==> config.mk <==
export PLATFORM = sky130hd
export DESIGN_NAME = h263s_front
export DESIGN_NICKNAME = d
export VERILOG_FILES = /design/src/rtl/h263s_pkg.sv /design/src/rtl/h263s_front.sv
export SDC_FILE = /design/constraint.sdc
export NUM_CORES = 1
export LEC_CHECK = 0
export ABC_AREA = 1
export ABC_CLOCK_PERIOD_IN_PS = 4200
export BUFFER_PORTS_ARGS = -buffer_cell sky130_fd_sc_hd__buf_2
export CORE_AREA = 2 2 116 95
export DETAILED_ROUTE_END_ITERATION = 12
export DIE_AREA = 0 0 118 97
export GPL_TIMING_DRIVEN = 0
export SLEW_MARGIN = 20
export SYNTH_ARGS = -nofsm -noshare
export SYNTH_HDL_FRONTEND = slang
export SYNTH_SLANG_ARGS = --single-unit
==> constraint.sdc <==
create_clock -name i_clk -period 4.2 [get_ports i_clk]
set_input_delay 0.63 -clock i_clk [delete_from_list [all_inputs] [get_ports i_clk]]
set_output_delay 0.63 -clock i_clk [all_outputs]
set_load 0.01 [all_outputs]
==> src/rtl/h263s_pkg.sv <==
// Shared types, widths and constants of the H.263 RTP packet splitter.
package h263s_pkg;

    localparam int C_WINDOW_BYTES    = 2048;
    localparam int C_FRAME_MAX_BYTES = 1048576;

    localparam int C_MAXPL_W  = 11;
    localparam int C_CUT_W    = 11;
    localparam int C_OFF_W    = 12;
    localparam int C_OUT_OFF_W = 20;

    localparam logic [C_MAXPL_W-1:0] C_MAXPL_RESET = 11'd1400;
    localparam logic [C_MAXPL_W-1:0] C_MAXPL_MIN   = 11'd8;

    localparam logic [7:0] C_FMT_MASK = 8'h1c;
    localparam logic [7:0] C_INTER    = 8'h10;
    localparam logic [7:0] C_PBIT     = 8'h04;

    localparam logic [2:0] C_HLEN_MODE_A = 3'd4;
    localparam logic [2:0] C_HLEN_PLUS   = 3'd2;

    localparam logic C_REG_CODEC_MODE  = 1'b0;
    localparam logic C_REG_MAX_PAYLOAD = 1'b1;

    typedef struct packed {
        logic [7:0]           data_byte;
        logic                 frame_end;
        logic                 first;
        logic                 mode;
        logic [C_MAXPL_W-1:0] maxpl;
        logic                 key;
        logic [2:0]           fmt;
    } t_entry;

endpackage

==> src/rtl/h263s_front.sv <==
// Input side: frame tracking, per-byte classification and a two-entry request queue.
module h263s_front #(
    parameter int FRAME_MAX_BYTES = h263s_pkg::C_FRAME_MAX_BYTES
) (
    input  logic                              i_clk,
    input  logic                              i_rst_n,
    input  logic                              i_s_tvalid,
    output logic                              o_s_tready,
    input  logic [7:0]                        i_s_tdata,
    input  logic                              i_s_tlast,
    input  logic                              i_s_tuser,
    input  logic                              i_codec_mode,
    input  logic [h263s_pkg::C_MAXPL_W-1:0]   i_max_payload,
    output h263s_pkg::t_entry                 o_q,
    output logic                              o_q_valid,
    input  logic                              i_q_ready
);
    import h263s_pkg::*;

    localparam int FW = $clog2(FRAME_MAX_BYTES);

    logic                 r_in_frame;
    logic [FW-1:0]        r_foff;
    logic [2:0]           r_fmt;
    logic                 r_mode;
    logic [C_MAXPL_W-1:0] r_maxpl;
    logic                 r_key;
    t_entry               r_q [2];
    logic                 r_wp;
    logic                 r_rp;
    logic [1:0]           r_cnt;

    logic          w_acc;
    logic          w_pop;
    logic          w_first;
    logic [FW-1:0] w_foff;
    logic [2:0]    w_fmt;
    t_entry        w_ent;

    assign w_acc   = i_s_tvalid && o_s_tready;
    assign w_pop   = o_q_valid && i_q_ready;
    assign w_first = !r_in_frame;
    assign w_foff  = w_first ? '0 : r_foff;

    always_comb begin
        w_fmt = w_first ? 3'd0 : r_fmt;
        if (w_foff == FW'(4)) begin
            w_fmt = 3'((i_s_tdata & C_FMT_MASK) >> 2);
        end
        w_ent.data_byte = i_s_tdata;
        w_ent.frame_end = i_s_tlast;
        w_ent.first     = w_first;
        w_ent.mode      = w_first ? i_codec_mode : r_mode;
        w_ent.maxpl     = w_first ? i_max_payload : r_maxpl;
        w_ent.key       = w_first ? i_s_tuser : r_key;
        w_ent.fmt       = w_fmt;
    end

    assign o_s_tready = (r_cnt != 2'd2);
    assign o_q_valid  = (r_cnt != 2'd0);
    assign o_q        = r_q[r_rp];

    always_ff @(posedge i_clk) begin
        if (!i_rst_n) begin
            r_in_frame <= 1'b0;
            r_foff     <= '0;
            r_fmt      <= '0;
            r_mode     <= 1'b0;
            r_maxpl    <= C_MAXPL_RESET;
            r_key      <= 1'b0;
            r_wp       <= 1'b0;
            r_rp       <= 1'b0;
            r_cnt      <= '0;
        end else begin
            if (w_acc) begin
                r_q[r_wp]  <= w_ent;
                r_wp       <= !r_wp;
                r_in_frame <= !i_s_tlast;
                r_fmt      <= w_fmt;
                r_mode     <= w_ent.mode;
                r_maxpl    <= w_ent.maxpl;
                r_key      <= w_ent.key;
                if (i_s_tlast || w_foff == FW'(FRAME_MAX_BYTES - 1)) begin
                    r_foff <= '0;
                end else begin
                    r_foff <= w_foff + 1'b1;
                end
            end
            if (w_pop) begin
                r_rp <= !r_rp;
            end
            r_cnt <= r_cnt + {1'b0, w_acc} - {1'b0, w_pop};
        end
    end

    a_cnt_range: assert property (@(posedge i_clk) disable iff (!i_rst_n)
        r_cnt != 2'd3) else $error("queue count out of range");
    a_no_push_full: assert property (@(posedge i_clk) disable iff (!i_rst_n)
        (r_cnt == 2'd2 && !w_pop) |=> r_cnt == 2'd2) else $error("queue overfilled");
    a_first_after_end: assert property (@(posedge i_clk) disable iff (!i_rst_n)
        (w_acc && i_s_tlast) |=> !r_in_frame) else $error("frame not closed");

endmodule

==> key figures, run 1 <==
Detailed routing
  – Number of iterations in the first detailed-routing pass: 5
  – DRT antenna net count: 0
  – Mean routed wirelength per cell: 14.1 um
  – Iter 0 DRT Violations: approximately 160
  – DR DRC count: 0
  – Total number of vias: 3544
  – Final Routed Wirelength: 10000 um
  – Post-detailed-route via-to-cell ratio: 4.97

Synth
  – Number of enable-type register cells in the synthesized netlist: 52
  – Dominant synthesized flop cell: sky130_fd_sc_hd__edfxtp_1
  – Cell Area, Synth: approximately 0.0046 mm^2
  – Number of synthesized register bits: 94
  – Dominant cell type by area after synthesis: sky130_fd_sc_hd__edfxtp_1
  – FFs w/ async S/R, synth: 0%
  – Sequential element share of the synthesized area: 52.8%
  – Area contributors post-synth: sky130_fd_sc_hd__edfxtp_1 (34%), sky130_fd_sc_hd__dfxtp_1 (18%), sky130_fd_sc_hd__nand2_1 (9.5%)
  – Number of distinct library cell variants in the gate-level netlist after synthesis: 33
  – Mapped Cells: 500
  – Most frequently used cell type in the post-synthesis netlist: sky130_fd_sc_hd__nand2_1
  – Average cell area after synthesis: just over 9 um^2
  – Ys Warns: 0
  – Synthesized netlist net count: 530
  – Post-synth top area share: 34.3%
  – Ranking of synthesized cells by instance count: sky130_fd_sc_hd__nand2_1 (115), sky130_fd_sc_hd__nor2_1 (56), sky130_fd_sc_hd__edfxtp_1 (52)

Place
  – I/O Buffers: 52
  – DP Wirelength: about 7300 um
  – Final RePlAce weighted congestion: 0.904
  – Cell area reported after detailed placement: between 0.005 and 0.006 mm^2

Die
  – Die outline area: 0.0114 mm^2
  – Initial Util: 44.6%
  – Placeable Area: 0.0102 mm^2
  – Std-Cell Rows: 33
  – Chip width: roughly 120 um
  – I/O pin cnt: 54
  – Height of the chip: 97 um

Timing
  – Upper clock frequency limit: 339 MHz
  – Post-route minimum period: 2.95 ns
  – Share of the cycle needed by the critical path after routing: 70.2%
  – Worst hold-check slack: 0.450 ns
  – Count of final setup violators: 0
  – Setup repair after global routing missed its margin: no
  – Max-slew headroom at the worst pin: 56.1%
  – Worst-Margin Slew: 0.658 ns
  – Final Skew: 0.00647 ns
  – Number of pins exceeding their max-slew limit in the final report: 0
  – Total count of hold-check failures in the final report: 0

CTS
  – Htree depth: 3
  – # resized after CTS: 0
  – Clock latency reported for the late side of the worst-skew pair: 0.34 ns
  – Clk sink count: between 90 and 100
  – Cts-stage hold buffer count: 0
  – Clock tree root driver cell: sky130_fd_sc_hd__clkbuf_16
  – Clk slew on worst S/H paths: 0.07 ns
  – Cts bufs inserted: 9
  – Clock tree from TritonCTS: built
  – Maximum clock path buffer count: 2
  – Setup fix buffers added after clock tree synthesis: 0

Power
  – Clock power frac: ~30%
  – Internal power consumption: roughly 1.7 mW
  – Part of the power in combinational logic: 23.9%
  – Worst IR drop on VDD: between 0.2 and 0.3 mV
  – Power density over the cells: 464 mW/mm^2
  – Psw: 738 uW
  – Switching share of power: 29.8%
  – Leakage component of the power: 2.17 nW
  – Share of power burned in registers: between 40% and 50%

Final layout
  – Final net count: 597
  – Post-route standard cell area excluding fillers: around 0.0053 mm^2
  – End-of-flow core utilization: a little over half
  – Proportion of layout cells with a drive suffix above 1: 25.2%
  – Area growth from synthesis to layout: 17.3%

Status
  – Run status: complete, no violations

Worst setup path
  – Critical path arrival: 3.15 ns
  – Crit Path Category: register to register
  – Peak fanout along the critical path: 10
  – Capturing element type of the critical path: register
  – CP startpoint kind: register
  – Required time of the critical path: 4.40 ns

GRT
  – Via count of the first global-routing pass: ~3300
  – Gr usage total: a little under a fifth
  – Total global routing overflow: 0
  – Number of antenna violations at the first check in global routing: 0
  – Maximum number of pins on one net before global-route repair: 21
  – Global-route wire length before repair: 16400 um

Worst hold path
  – Worst hold path class: register to register

Run
  – # Max-Cap Violations: 0
cell usage in the layout (no fill, tap or decap), types with 5 or more instances in the layout:
master                      count
sky130_fd_sc_hd__nand2_1      115
sky130_fd_sc_hd__dfxtp_1       42
sky130_fd_sc_hd__clkbuf_16      9
sky130_fd_sc_hd__a21oi_1       24
sky130_fd_sc_hd__inv_1         46
sky130_fd_sc_hd__buf_2         55
sky130_fd_sc_hd__mux2_2        26
sky130_fd_sc_hd__clkbuf_1      11
sky130_fd_sc_hd__edfxtp_1      52
sky130_fd_sc_hd__o21ai_0       21
sky130_fd_sc_hd__nand2_2        7
sky130_fd_sc_hd__nand4_1       13
sky130_fd_sc_hd__nand3_2        7
sky130_fd_sc_hd__nand3_1       31
sky130_fd_sc_hd__inv_2          5
sky130_fd_sc_hd__nor2_4         7
sky130_fd_sc_hd__nor2_1        55
layer usage:
| layer | part of all wire, % | vias to the layer above | GRT usage, % |
|---|---|---|---|
| li1 | - | 1790 | - |
| met1 | 50 | 1651 | 26.8 |
| met2 | 43 | 97 | 26.4 |
| met3 | 6.0 | 6 | 4.48 |
| met4 | 0.84 | 0 | 4.08 |
| met5 | 0 | - | 0 |
area by class of cell:
| class | count | area, um^2 |
|---|---|---|
| diodes | 1 | 2.50 |
| plain buffers | 20 | 113 |
| clock buffers | 11 | 243 |
| clock inverters | 5 | 40.0 |
| fillers | 958 | 4860 |
| inverters | 52 | 195 |
| multi-input cells | 334 | 1850 |
| flip-flops and latches | 94 | 2400 |
| well taps | 140 | 175 |
| repair buffers | 56 | 314 |
power by group through the flow:
stage,Sequential [mW],Combinational (mW),Clock [mW]
4_1_cts,1.12,0.602,0.780
3_5_place_dp,1.14,0.599,0
2_1_floorplan,1.13,0.389,0
3_3_place_gp,1.14,0.574,0
6_report,1.12,0.593,0.764
5_1_grt,1.13,0.656,0.819
sequential cells by signal (all words and copies together) (netlist names), named ones only:
signal / count
r_wp: 1
r_in_frame: 1
r_mode: 1
r_fmt: 3
r_key: 1
r_q: 52
r_rp: 1
r_foff: 20
r_cnt: 2
r_maxpl: 11
critical path, stage by stage, from the launching register on:
cell and delay, ns:
sky130_fd_sc_hd__dfxtp_1 0.40, sky130_fd_sc_hd__buf_6 0.22, sky130_fd_sc_hd__buf_8 0.17, sky130_fd_sc_hd__buf_4 0.20
sky130_fd_sc_hd__buf_2 0.28, sky130_fd_sc_hd__nand2_1 0.13, sky130_fd_sc_hd__inv_1 0.08, sky130_fd_sc_hd__ha_1 0.19
sky130_fd_sc_hd__nand3_1 0.12, sky130_fd_sc_hd__nor2_2 0.17, sky130_fd_sc_hd__nand2_2 0.13, sky130_fd_sc_hd__nor2_4 0.13
sky130_fd_sc_hd__nand3_4 0.13, sky130_fd_sc_hd__nand2_2 0.10, sky130_fd_sc_hd__buf_6 0.15, sky130_fd_sc_hd__nor2_1 0.06
sky130_fd_sc_hd__nor2_1 0.08, sky130_fd_sc_hd__nor2_1 0.04
per-stage QoR:
stage               total power, mW  setup TNS, ns  instances  setup WS, ns
floorplan                      1.52              0        500         0.842
global placement               1.71         -15.90        692        -0.613
detailed placement             1.74              0        696          1.25
CTS                            2.50              0        712          1.26
global route                   2.61              0        712         0.974
finish                         2.48              0        713          1.25
worst paths after layout:
check	startpoint	endpoint	slack [ns]	depth (start not counted)
max	r_in_frame	r_foff[18]	1.25	17
min	r_maxpl[7]	r_maxpl[7]	0.45	2
max reg2reg	r_in_frame	r_foff[18]	1.25	17
min reg2reg	r_maxpl[7]	r_maxpl[7]	0.45	2
logic make-up after synthesis:
group | after synthesis | share of synthesized area (%)
xor+xnor | 5 | 0.962
compound gates | 49 | 5.61
simple gates | 250 | 26.4
buf+inv | 72 | 6.76
mux | 26 | 6.43
fa+ha+maj | 4 | 1.10
flops | 94 | 52.8
(Power assumes the default switching activity.)
==> inputs of run 2 (changes only) <==
Settings changed: ABC_CLOCK_PERIOD_IN_PS 4200 to 3100.
Clock period 4.2 ns to 3.1 ns, I/O delays scaled along.
==> run 2 against run 1 <==
Via count is 1.4% lower. Core utilization shrank 0.11 points. Clock power up 32%. Sequential power up 36%. Final cell count is 0.56% lower. Global-route usage grew 0.39 points. Non-clock buffer count is 3 lower. Critical path depth decreased by 1. First-iteration DRC count up 40%. Sequential share of layout area rose by 0.095 points. Clock-buffer cell count is 2 lower.
==> key figures, run 2 (synthesis gave the netlist of run 1 again) <==
Power
  – Overall Power: 3.34 mW
  – Clock power frac: a little under a third
  – Power density over the cells: 626 mW/mm^2
  – Part of the power in combinational logic: approximately a quarter
  – Leakage component of the power: 2.17 nW
  – Switching share of power: 30.2%
  – Share of power burned in registers: 45.6%
  – Worst IR drop on VDD: 0.388 mV
  – Psw: 1.01 mW
  – Internal power consumption: 2.33 mW

Final layout
  – Final net count: between 500 and 600
  – Final instance count without filler cells: roughly 700
  – Area of the multi-input gates: 0.00186 mm^2
  – Commonest cells after routing, fill and taps aside: sky130_fd_sc_hd__nand2_1 (115), sky130_fd_sc_hd__nor2_1 (55), sky130_fd_sc_hd__buf_2 (54), sky130_fd_sc_hd__edfxtp_1 (52), sky130_fd_sc_hd__inv_1 (46)
  – Leading cell type in the layout, fill and taps excluded: sky130_fd_sc_hd__nand2_1
  – Max reg flops: 52
  – End-of-flow core utilization: 52.2%
  – Fill cells: 954
  – Area growth from synthesis to layout: 17.0%
  – Registers with the most flip-flops: r_q: 52 flops, r_foff: 20 flops, r_maxpl: 11 flops
  – Combined flip-flop and latch cell area: 0.00240 mm^2
  – Proportion of layout cells with a drive suffix above 1: 24.8%
  – Register containing the most flip-flops in the final layout: r_q
  – Number of diodes: 0
  – Post-route standard cell area excluding fillers: 0.00533 mm^2

Detailed routing
  – Number of iterations in the first detailed-routing pass: 5
  – Total number of vias: approximately 3500
  – DR DRC count: 0
  – Post-detailed-route via-to-cell ratio: just under 5
  – Mean routed wirelength per cell: 14.2 um
  – Final Routed Wirelength: 10100 um
  – Uppermost layer routed: met4
  – Met3 wire length: 644 um
  – Detailed-route wire length on metal 1: 4810 um
  – Iter 0 DRT Violations: between 200 and 250
  – Wire length on met2: about 4500 um
  – DRT antenna net count: 0

Worst setup path
  – Critical path's slowest cell: sky130_fd_sc_hd__dfxtp_1
  – CP bufs+invs: 5
  – Crit Path Category: register to register
  – CP startpoint kind: register
  – Most numerous cell on the critical path: sky130_fd_sc_hd__nor2_1
  – Peak fanout along the critical path: 19
  – Required time of the critical path: 3.31 ns
  – Capturing element type of the critical path: register
  – Cell breakdown of the critical path: buf_6 -> buf_8 -> buf_4 -> nand2_1 -> inv_1 -> ha_1 -> nand3_1 -> nor2_2 -> nand2_2 -> nor2_4 -> nand3_4 -> nand2_2 -> buf_6 -> nor2_1 -> nor2_1 -> nor2_1
  – Biggest cell delay along the critical path: roughly 0.40 ns
  – Kind of cell with the highest combined delay on the critical path: simple AND/OR/NAND/NOR gates
  – Critical path arrival: 2.95 ns

CTS
  – Clock tree root driver cell: sky130_fd_sc_hd__clkbuf_16
  – Clk slew on worst S/H paths: 0.06 ns
  – Clock tree from TritonCTS: built
  – Maximum clock path buffer count: 2
  – Cts-stage hold buffer count: 0
  – Clock latency reported for the late side of the worst-skew pair: ~0.34 ns
  – # resized after CTS: 0
  – Htree depth: 3
  – Setup fix buffers added after clock tree synthesis: 0
  – Clk sink count: 94
  – Cts bufs inserted: 9

GRT
  – Total global routing overflow: 0
  – Number of antenna violations at the first check in global routing: 0
  – Via count of the first global-routing pass: approximately 3300
  – Global-route wire length before repair: 16400 um
  – Maximum number of pins on one net before global-route repair: 21
  – Gr usage total: 18.4%

Timing
  – Worst-Margin Slew: about 0.73 ns
  – Total count of hold-check failures in the final report: 0
  – Setup repair after global routing missed its margin: no
  – Share of the cycle needed by the critical path after routing: 88.3%
  – Accumulated negative setup slack: 0 ns
  – Upper clock frequency limit: 365 MHz
  – Final worst-path setup slack: between 0.3 and 0.4 ns
  – Post-route minimum period: 2.74 ns
  – Number of pins exceeding their max-slew limit in the final report: 0
  – Max-slew headroom at the worst pin: between 50 and 60%
  – Final Skew: a little over 0.007 ns
  – Count of final setup violators: 0
  – Worst hold-check slack: about 0.32 ns

Die
  – Placeable Area: 0.0102 mm^2
  – Chip width: 118 um
  – Die outline area: between 0.01 and 0.015 mm^2
  – Initial Util: between 40 and 50%
  – I/O pin cnt: 54
  – Std-Cell Rows: 33
  – Height of the chip: 97 um

Worst hold path
  – Worst hold path class: input pin to register

Place
  – DP Wirelength: between 7000 and 8000 um
  – Worst slack after detailed placement: 0.202 ns
  – Cell count after placement: approximately 700
  – Final RePlAce weighted congestion: 0.870
  – Cell area reported after detailed placement: 0.00506 mm^2
  – I/O Buffers: 52

Status
  – Run status: complete, no violations

Run
  – # Max-Cap Violations: 0
-- run 2: worst paths after layout --
check / start / endpoint / slack [ns] / depth (start not counted)
hold reg to reg: r_maxpl[2] / r_maxpl[2] / 0.45 / 2
setup / recovery: r_in_frame / r_foff[11] / 0.36 / 16
setup reg to reg: r_in_frame / r_foff[11] / 0.36 / 16
hold / removal: i_s_tdata[7] / r_q[0][25] / 0.32 / 1
-- run 2: final cells by class --
cell class / instances / share of cell area (%)
repair buffers: 54 / 5.92
inverters: 52 / 3.66
plain buffers: 19 / 2.02
clock buffers: 9 / 4.23
flip-flops and latches: 94 / 45.1
multi-input cells: 334 / 34.9
well taps: 140 / 3.29
clock inverters: 7 / 0.869
-- run 2: power groups by stage --
stage                     Clock, mW  Sequential (mW)  Combinational (mW)
final                          1.01             1.52               0.805
after global placement            0             1.55               0.775
after global routing           1.08             1.54               0.890
after floorplan                   0             1.54               0.528
after CTS                      1.03             1.52               0.820
after detailed placement          0             1.55               0.818
-- run 2: layer usage --
| layer | up-vias | global-route usage, % |
|---|---|---|
| li1 | 1782 | - |
| met1 | 1617 | 25.4 |
| met2 | 90 | 28.8 |
| met3 | 7 | 5.66 |
| met4 | 0 | 3.71 |
| met5 | - | 0 |
